[config.mk]
export PLATFORM = sky130hd
export DESIGN_NAME = alpe_ctrl
export DESIGN_NICKNAME = d
export VERILOG_FILES = /design/src/hdl/alpe_pkg.sv /design/src/hdl/alpe_ctrl.sv
export SDC_FILE = /design/constraint.sdc
export NUM_CORES = 1
export LEC_CHECK = 0
export BUFFER_PORTS_ARGS = -buffer_cell sky130_fd_sc_hd__buf_4
export CAP_MARGIN = 20
export CORE_ASPECT_RATIO = 1.75
export CORE_UTILIZATION = 38
export CTS_CLUSTER_SIZE = 30
export DETAILED_ROUTE_END_ITERATION = 10
export GPL_TIMING_DRIVEN = 0
export PLACE_DENSITY = 0.55
export SYNTH_ARGS = -nofsm -noshare
export SYNTH_HDL_FRONTEND = slang
export SYNTH_SLANG_ARGS = --single-unit
[constraint.sdc]
create_clock -name clk -period 3.5 [get_ports clk]
set_input_delay 0.35 -clock clk [delete_from_list [all_inputs] [get_ports clk]]
set_output_delay 0.35 -clock clk [all_outputs]
set_load 0.02 [all_outputs]
[src/hdl/alpe_pkg.sv]
// Shared types and codes for the array list partition engine.
// Used by alpe_ctrl, alpe_datapath and array_list_partition_engine_core.
`default_nettype none
package alpe_pkg;

	typedef enum logic [1:0] {
		CMD_INSERT    = 2'd0,
		CMD_DELETE    = 2'd1,
		CMD_READ      = 2'd2,
		CMD_PARTITION = 2'd3
	} cmd_code_t;

	typedef enum logic [1:0] {
		ST_OK     = 2'd0,
		ST_BADPOS = 2'd1,
		ST_FULL   = 2'd2
	} status_t;

	// Source of the data written into the element memory.
	typedef enum logic [1:0] {
		WSEL_RD   = 2'd0,
		WSEL_VAL  = 2'd1,
		WSEL_ZERO = 2'd2
	} wsel_t;

	localparam int unsigned ElemW = 32;

	// Commands from the controller to the datapath.
	typedef struct packed {
		logic  rd_en;
		logic  wr_en;
		logic  wr_alt;
		wsel_t wr_sel;
		logic  load_val;
		logic  clr_res;
		logic  cap_res;
		logic  flip;
	} dp_cmd_t;

	// Classification of the registered read data.
	typedef struct packed {
		logic pos;
		logic zero;
		logic neg;
	} dp_flags_t;

endpackage
`default_nettype wire

[src/hdl/alpe_ctrl.sv]
// Controller: command decode, shift and partition sequencing, result registers.
// Depends on alpe_pkg; commands alpe_datapath.
`default_nettype none
module alpe_ctrl #(
	parameter int unsigned DEPTH = 128,
	parameter int unsigned AW    = $clog2(DEPTH),
	parameter int unsigned CW    = $clog2(DEPTH + 1)
) (
	input  wire logic                clk,
	input  wire logic                arst_n,
	input  wire logic                start,
	input  wire logic [1:0]          cmd,
	input  wire logic [7:0]          position,
	input  wire alpe_pkg::dp_flags_t flags,
	output alpe_pkg::dp_cmd_t        dcmd,
	output logic [AW-1:0]            rd_addr,
	output logic [AW-1:0]            wr_addr,
	output logic                     busy,
	output logic                     done,
	output logic [1:0]               status,
	output logic [7:0]               list_length
);

	localparam int unsigned XW = ((CW > 8) ? CW : 8) + 1;

	typedef enum logic [2:0] {
		S_IDLE, S_INS, S_DN, S_P_POS, S_P_ZERO, S_P_NEG
	} state_t;

	state_t              state_q;
	logic [CW-1:0]       count_q;
	logic [CW-1:0]       rem_q;
	logic [CW-1:0]       zc_q;
	logic [AW-1:0]       idx_q;
	logic [AW-1:0]       paddr_q;
	logic [AW-1:0]       ppos_q;
	logic [AW-1:0]       w_q;
	logic                pend_q;
	logic                first_q;
	logic                del_q;
	logic                done_q;
	alpe_pkg::status_t   status_q;
	logic [7:0]          len_q;

	logic [XW-1:0] cnt_x;
	logic [XW-1:0] pos_x;
	logic [XW-1:0] cnt_inc;
	logic [XW-1:0] cnt_dec;
	logic          drained;

	assign cnt_x   = XW'(count_q);
	assign pos_x   = XW'(position);
	assign cnt_inc = cnt_x + XW'(1);
	assign cnt_dec = cnt_x - XW'(1);
	assign drained = (rem_q == '0) && !pend_q;

	always_comb begin
		dcmd    = '0;
		rd_addr = idx_q;
		wr_addr = '0;
		case (state_q)
			S_IDLE: begin
				dcmd.load_val = start;
				dcmd.clr_res  = start;
			end
			S_INS: begin
				dcmd.rd_en = (rem_q != '0);
				if (pend_q) begin
					dcmd.wr_en  = 1'b1;
					dcmd.wr_sel = alpe_pkg::WSEL_RD;
					wr_addr     = paddr_q + AW'(1);
				end else if (rem_q == '0) begin
					dcmd.wr_en  = 1'b1;
					dcmd.wr_sel = alpe_pkg::WSEL_VAL;
					wr_addr     = ppos_q;
				end
			end
			S_DN: begin
				dcmd.rd_en = (rem_q != '0);
				if (pend_q && first_q) begin
					dcmd.cap_res = 1'b1;
				end else if (pend_q) begin
					dcmd.wr_en  = 1'b1;
					dcmd.wr_sel = alpe_pkg::WSEL_RD;
					wr_addr     = paddr_q - AW'(1);
				end
			end
			S_P_POS: begin
				dcmd.rd_en  = (rem_q != '0);
				dcmd.wr_en  = pend_q && flags.pos;
				dcmd.wr_alt = 1'b1;
				dcmd.wr_sel = alpe_pkg::WSEL_RD;
				wr_addr     = w_q;
			end
			S_P_ZERO: begin
				dcmd.wr_en  = (zc_q != '0);
				dcmd.wr_alt = 1'b1;
				dcmd.wr_sel = alpe_pkg::WSEL_ZERO;
				wr_addr     = w_q;
			end
			S_P_NEG: begin
				dcmd.rd_en  = (rem_q != '0);
				dcmd.wr_en  = pend_q && flags.neg;
				dcmd.wr_alt = 1'b1;
				dcmd.wr_sel = alpe_pkg::WSEL_RD;
				wr_addr     = w_q;
				dcmd.flip   = drained;
			end
			default: begin
				dcmd = '0;
			end
		endcase
	end

	always_ff @(posedge clk or negedge arst_n) begin
		if (!arst_n) begin
			state_q  <= S_IDLE;
			count_q  <= '0;
			rem_q    <= '0;
			zc_q     <= '0;
			idx_q    <= '0;
			paddr_q  <= '0;
			ppos_q   <= '0;
			w_q      <= '0;
			pend_q   <= 1'b0;
			first_q  <= 1'b0;
			del_q    <= 1'b0;
			done_q   <= 1'b0;
			status_q <= alpe_pkg::ST_OK;
			len_q    <= '0;
		end else begin
			done_q  <= 1'b0;
			pend_q  <= dcmd.rd_en;
			paddr_q <= idx_q;
			if (dcmd.rd_en) begin
				rem_q <= rem_q - CW'(1);
			end
			case (state_q)
				S_IDLE: begin
					if (start) begin
						case (cmd)
							alpe_pkg::CMD_INSERT: begin
								if (pos_x == '0 || pos_x > cnt_inc) begin
									done_q   <= 1'b1;
									status_q <= alpe_pkg::ST_BADPOS;
									len_q    <= cnt_x[7:0];
								end else if (cnt_x == XW'(DEPTH)) begin
									done_q   <= 1'b1;
									status_q <= alpe_pkg::ST_FULL;
									len_q    <= cnt_x[7:0];
								end else begin
									state_q <= S_INS;
									rem_q   <= CW'(cnt_inc - pos_x);
									idx_q   <= AW'(cnt_dec);
									ppos_q  <= AW'(pos_x - XW'(1));
								end
							end
							alpe_pkg::CMD_DELETE, alpe_pkg::CMD_READ: begin
								if (pos_x == '0 || pos_x > cnt_x) begin
									done_q   <= 1'b1;
									status_q <= alpe_pkg::ST_BADPOS;
									len_q    <= cnt_x[7:0];
								end else begin
									state_q <= S_DN;
									del_q   <= (cmd == alpe_pkg::CMD_DELETE);
									rem_q   <= (cmd == alpe_pkg::CMD_DELETE) ?
										CW'(cnt_inc - pos_x) : CW'(1);
									idx_q   <= AW'(pos_x - XW'(1));
									first_q <= 1'b1;
								end
							end
							default: begin
								state_q <= S_P_POS;
								rem_q   <= count_q;
								idx_q   <= '0;
								w_q     <= '0;
								zc_q    <= '0;
							end
						endcase
					end
				end
				S_INS: begin
					if (dcmd.rd_en) begin
						idx_q <= idx_q - AW'(1);
					end
					if (drained) begin
						count_q  <= CW'(cnt_inc);
						done_q   <= 1'b1;
						status_q <= alpe_pkg::ST_OK;
						len_q    <= cnt_inc[7:0];
						state_q  <= S_IDLE;
					end
				end
				S_DN: begin
					if (dcmd.rd_en) begin
						idx_q <= idx_q + AW'(1);
					end
					if (pend_q) begin
						first_q <= 1'b0;
					end
					if (drained) begin
						done_q   <= 1'b1;
						status_q <= alpe_pkg::ST_OK;
						state_q  <= S_IDLE;
						if (del_q) begin
							count_q <= CW'(cnt_dec);
							len_q   <= cnt_dec[7:0];
						end else begin
							len_q   <= cnt_x[7:0];
						end
					end
				end
				S_P_POS: begin
					if (dcmd.rd_en) begin
						idx_q <= idx_q + AW'(1);
					end
					if (dcmd.wr_en) begin
						w_q <= w_q + AW'(1);
					end
					if (pend_q && flags.zero) begin
						zc_q <= zc_q + CW'(1);
					end
					if (drained) begin
						state_q <= S_P_ZERO;
					end
				end
				S_P_ZERO: begin
					if (zc_q != '0) begin
						w_q  <= w_q + AW'(1);
						zc_q <= zc_q - CW'(1);
					end else begin
						state_q <= S_P_NEG;
						rem_q   <= count_q;
						idx_q   <= '0;
					end
				end
				S_P_NEG: begin
					if (dcmd.rd_en) begin
						idx_q <= idx_q + AW'(1);
					end
					if (dcmd.wr_en) begin
						w_q <= w_q + AW'(1);
					end
					if (drained) begin
						done_q   <= 1'b1;
						status_q <= alpe_pkg::ST_OK;
						len_q    <= cnt_x[7:0];
						state_q  <= S_IDLE;
					end
				end
				default: begin
					state_q <= S_IDLE;
				end
			endcase
		end
	end

	assign busy        = (state_q != S_IDLE);
	assign done        = done_q;
	assign status      = status_q;
	assign list_length = len_q;

	// A result is only ever delivered when the sequencer has returned to idle.
	a_done_idle: assert property (@(posedge clk) disable iff (!arst_n)
		done_q |-> state_q == S_IDLE)
		else $error("result strobe while sequencer busy");

	a_count_range: assert property (@(posedge clk) disable iff (!arst_n)
		count_q <= CW'(DEPTH))
		else $error("element count beyond depth");

	// No read may be left outstanding when the sequencer goes idle.
	a_pend_busy: assert property (@(posedge clk) disable iff (!arst_n)
		pend_q |-> state_q != S_IDLE)
		else $error("read in flight while idle");

	a_full_status: assert property (@(posedge clk) disable iff (!arst_n)
		(done_q && status_q == alpe_pkg::ST_FULL) |-> count_q == CW'(DEPTH))
		else $error("full status with room left");

	// Every accepted item either answers at once or starts a sequence.
	a_accept_progress: assert property (@(posedge clk) disable iff (!arst_n)
		(start && !busy) |=> (busy || done_q))
		else $error("accepted item dropped");

endmodule
`default_nettype wire
* Yosys cells after proc, flatten, opt, wreduce, memory -nomap -nowiden *
Index checks and enable logic that the tools add are counted.

storage, ports and cells
  bits in registers = 69
  input port bits = 16
  output and inout bits = 35
  logic and storage cells = 186

operators by class
  add/subtract/negate cells = 12
  $lt $le $gt $ge = 2
  eq/ne operators = 30
  muxes and demuxes = 86
  bitwise gates (word level) = 3
  reduce and logical (&&, ||, !) cells = 39

operators by type and width
  operator                                                             number
  8-bit 2-to-1 mux                                                     19
  7-bit 2-to-1 mux                                                     15
  8-bit case mux with 2 select lines                                   4
  7-bit case mux with 3 select lines                                   2
  8-bit case mux with 4 select lines                                   1
  7-bit case mux with 4 select lines                                   1
  2-bit != test (second input constant)                                12
  8-bit case mux with 3 select lines                                   1
  8-bit by 1-bit subtractor with 8-bit output (second input constant)  3
  7-bit by 1-bit adder with 7-bit output (second input constant)       3
  3-bit 2-to-1 mux                                                     7
  7-bit by 1-bit subtractor with 7-bit output (second input constant)  3
  1-bit 2-to-1 mux                                                     20
  5-bit AND reduction                                                  4
  8-bit AND reduction                                                  2
  8-bit nonzero test                                                   2
  7-bit case mux with 2 select lines                                   1
  2-bit 2-to-1 mux                                                     6
  3-bit != test (second input constant)                                4
  2-bit case mux with 2 select lines                                   3
  3-bit case mux with 4 select lines                                   1
  3-bit OR reduction                                                   4
  8-bit by 1-bit adder with 9-bit output (second input constant)       1
  8-bit by 9-bit greater-than comparator with 1-bit output             1
  32 further kinds                                                     52

* Logic depth before layout (Yosys ltp) *
  word-level depth = 9
  depth in mapped cells = 15
  depth with buffers taken out = 13

* Least setup slack after synthesis *
OpenSTA, ideal clock, no wires.

  kind = flip-flop to flip-flop
  start = register count_q[0]
  end = register len_q[0] (netlist: list_length[0])
  library setup time = 125 ps
  data arrival time = 2971 ps
  required time = 3375 ps
  setup slack = 404 ps
  stages on the path, launching flop included = 15
  buffers on the path = 1
  period minus slack after synthesis = 3096 ps
  cell sequence = dfrtp_1 -> ha_1 -> nand3_1 -> or2_1 -> clkbuf_1 -> xnor2_1 -> ha_1 -> and4_1 -> nand3_1 -> o221ai_1 -> nand2_1 -> a21oi_2 -> a21oi_2 -> o21ai_4 -> mux2_2

between the ends
  word-level cells in the longest chain between the ends = 7
  elaborated cells between the ends (all ways) = 20
  classes of those cells = add/sub (2); order compare (2); eq/ne (3); mux (10); reduce/logical (3)

RTL lines
  element                                                   RTL line          text
  start, declared                                           alpe_ctrl.sv:31   logic [CW-1:0] count_q;
  start signal, assigned                                    alpe_ctrl.sv:187  count_q <= CW'(cnt_inc);
  start signal, assigned                                    alpe_ctrl.sv:206  count_q <= CW'(cnt_dec);
  8-bit by 1-bit adder with 9-bit output                    alpe_ctrl.sv:53   assign cnt_inc = cnt_x + XW'(1);
  8-bit by 9-bit greater-than comparator with 1-bit output  alpe_ctrl.sv:143  if (pos_x == '0 || pos_x > cnt_inc) begin
  1-bit logical OR                                          alpe_ctrl.sv:143
  8-bit 2-to-1 mux                                          alpe_ctrl.sv:143
  8-bit case mux with 2 select lines                        alpe_ctrl.sv:141  case (cmd)
  8-bit 2-to-1 mux                                          alpe_ctrl.sv:140  if (start) begin
  8-bit case mux with 4 select lines                        alpe_ctrl.sv:138  case (state_q)
  end signal, assigned                                      alpe_ctrl.sv:146  len_q <= cnt_x[7:0];
  end signal, assigned                                      alpe_ctrl.sv:150  len_q <= cnt_x[7:0];
  end signal, assigned                                      alpe_ctrl.sv:162  len_q <= cnt_x[7:0];
  end, declared                                             alpe_ctrl.sv:43   logic [7:0] len_q;

Parallel ways exist; a longest one is shown, timed or not. The select of a mux whose other input is x is not followed.
A chain may end at the register's enable or synchronous reset.

* Final worst setup path *
  start = register count_q[1]
  end = register len_q[6] (netlist: list_length[6])

Same word-level chain as after synthesis.

==> run metrics <==
status complete, no violations; ys flop type dfrtp_1; GRT Total Usage 0.255; Final Util 0.470; diodes inserted 0; CTS clk-pin slew, worst paths 0.06 ns; Reg area 0.00173 mm^2; Post-synth top cells nand2_1 (71), dfrtp_1 (69), nor2_1 (51), ha_1 (42), o21ai_0 (42); Clk Latency, worst-skew pair 0.34 ns; CTS Buffer Depth 2; row count 58; relative slew slack 0.282; Crit path largest cell delay 0.47 ns; CP Depth 13; DIE AREA 0.0155 mm^2; critical path arrival 3.70 ns; Post-synth ARST share 1.00; DR iter-0 viols 309; FMAX 288 MHz; clock root cell clkbuf_16; Top delay family on crit path compound AO/OA/AOI/OAI gates; Critical Path Source count_q[1]; Synth area leaders dfrtp_1 (30%), ha_1 (9.2%), xnor2_1 (6.0%), nand2_1 (4.7%), o21ai_0 (3.7%); Gate Count Post-Synth 664; RR Startpoint count_q[1]; CP endpoint kind flip-flop; Worst Path Required 3.73 ns; # DRC 0; layout cell share with drive strength beyond 1 0.181; Worst Tran Pin Value 1.07 ns; I/O pin total 51; Cell Pwr Density 1000 mW/mm^2; Fin Clk Skew 0.00831 ns; TritonCTS clock tree built; TritonCTS buffer count 9; Post-Syn Area 0.00570 mm^2; #FFs+latches synth 69; placed cells 894; Nets 796; r2r endpoint list_length[6]; Initial DRT Pass Iterations 5; Synth cell types 68; hpwl dp 14900 um; crit path to list_length[6]; top cell type's share of synthesized area 0.303; Final Hold Fails 0; port buffer count 50; slowest cell on the critical path dfrtp_2; Max-Cap Viols 0; Worst setup SP type flip-flop; worst r2r path cells 13; wire per inst 20.9 um; setup TNS 0 ns; largest net degree at the start of global routing 70; Slew Limit Fails 0; Die Ht 164 um; final wirelength 19300 um; Leakage 3.07 nW; Die Width 94.6 um; Pwr Total 6.81 mW; fillers 1446; fin cells 920; Final Critical Period 3.47 ns; Avg Inst Size Synth 8.59 um^2; fin crit share 0.992; first-pass GRT wire length 29400 um; most numerous cell in the Yosys netlist nand2_1; Placer Congestion 0.974; WS Path Type reg -> reg; Initial Util 0.393; core box area 0.0145 mm^2; VDD IR-drop max 0.347 mV; sequential area share after synthesis 0.303; Ys Warns 0; Clock Sinks 69; reg2reg setup slack 0.03 ns; Layout area overhead 19.6%; global route total overflow 0; initial antenna violation count 0; Post-synth EDFFs 0; min-delay worst type in -> async; Mapped Nets 725; cell accounting for the most synthesized area dfrtp_1; worst-path cell chain buf_4, inv_1, ha_1, ha_1, nor2b_1, o21ai_0, a31oi_2, nand4b_4, a21oi_2, a21oi_2, o21ai_4, buf_4, mux2_2; area of the multi-input gates 0.00380 mm^2; via count 5467; final antenna-violating net count 0; Max FO, Critical Path 7; vias in the first global route 5440; H-tree depth 3; vias per cell 5.94; worst path bufs/invs 3; final setup violation count 0
==> worst min path at each step <==
stage | slack (ns) | to | cells past startpoint
CTS | 0.19 | rem_q[5] | 1
finish | 0.13 | w_q[5] | 1
floorplan | 0.05 | count_q[0] | 0
global placement | 0.43 | paddr_q[6] | 0
global route | 0.23 | w_q[3] | 1
detailed placement | 0.44 | paddr_q[3] | 0
==> worst reg2reg max path, cell delays in order (launching register included) <==
cell      delay, ns
dfrtp_2        0.47
buf_4          0.19
inv_1          0.17
ha_1           0.38
ha_1           0.37
nor2b_1        0.15
o21ai_0        0.21
a31oi_2        0.18
nand4b_4       0.24
a21oi_2        0.21
a21oi_2        0.08
o21ai_4        0.18
buf_4          0.19
mux2_2         0.34
==> metrics by stage <==
| stage | hold WS, ns | instance area (um^2) | worst slack (ns) |
|---|---|---|---|
| 6_report | 0.131 | 6820 | 0.0291 |
| 4_1_cts | 0.186 | 6720 | 0.0222 |
| 3_5_place_dp | 0.439 | 6300 | -0.645 |
| 3_3_place_gp | 0.435 | 6300 | -0.612 |
| 2_1_floorplan | 0.0544 | 5700 | 0.404 |
| 5_1_grt | 0.227 | 6820 | -0.0411 |
==> per-layer routing <==
layer / up-vias / GRT usage / share of wire
li1: 2547 / - / -
met1: 2666 / 0.268 / 0.37
met2: 196 / 0.466 / 0.52
met3: 58 / 0.0306 / 0.042
met4: 0 / 0.169 / 0.064
met5: - / 0 / 0
==> final cells by class <==
| type | instances | share of cell area |
|---|---|---|
| Clock buffer | 10 | 0.0351 |
| Buffer | 24 | 0.0178 |
| Tap cell | 180 | 0.0330 |
| Inverter | 39 | 0.0224 |
| Sequential cell | 69 | 0.254 |
| Multi-Input combinational cell | 532 | 0.558 |
| Timing Repair Buffer | 60 | 0.0661 |
| Clock inverter | 6 | 0.0138 |
==> timing repair <==
action / 4_1_cts / 5_1_grt
resized for setup: 9 / 14
hold buffers: 0 / 0
pin swaps: 1 / 6
endpoints found under the setup margin: 34 / 27
setup buffers: 6 / 4
==> cells by family (layout without fill, tap and decap cells) <==
family | count (synthesis) | after routing | share of synthesized area
simple gates | 225 | 225 | 0.194
compound gates | 183 | 183 | 0.224
flops | 69 | 69 | 0.303
buf+inv | 63 | 139 | 0.0452
xor+xnor | 52 | 52 | 0.0799
fa+ha+maj | 45 | 45 | 0.103
mux | 27 | 27 | 0.0516
==> registers in the layout, summed over array words and instances (netlist names), 7 cells and up <==
register	flops
count_q	8
list_length	8
paddr_q	7
ppos_q	7
rd_addr	7
rem_q	8
w_q	7
zc_q	8
==> placed cells by master, fill, tap and decap left out, types with 4 or more instances in the layout <==
cell        n
nand2_1    71
dfrtp_1    66
buf_4      62
nor2_1     51
o21ai_0    42
ha_1       41
a21oi_1    37
xnor2_1    37
inv_1      35
nand3_1    19
mux2_2     17
clkbuf_1   14
nor3_1     13
xor2_1     13
nor2b_1    12
a21o_1     11
nand2b_1   10
clkbuf_16   9
a221oi_1    8
and3_1      8
a31oi_1     8
mux2i_1     8
a221o_1     7
a22oi_1     7
o21a_1      7
or2_2       6
or3_1       6
o22ai_1     6
o221ai_1    6
buf_2       4
nor4_1      4
nand4_1     4
o31ai_1     4
==> where the power goes <==
| group | switching [mW] | leakage (nW) | internal, mW |
|---|---|---|---|
| clock | 0.388 | 0.160 | 0.650 |
| sequential | 0.283 | 0.885 | 1.10 |
| combinational | 2.63 | 2.03 | 1.76 |
(Power assumes the default switching activity.)
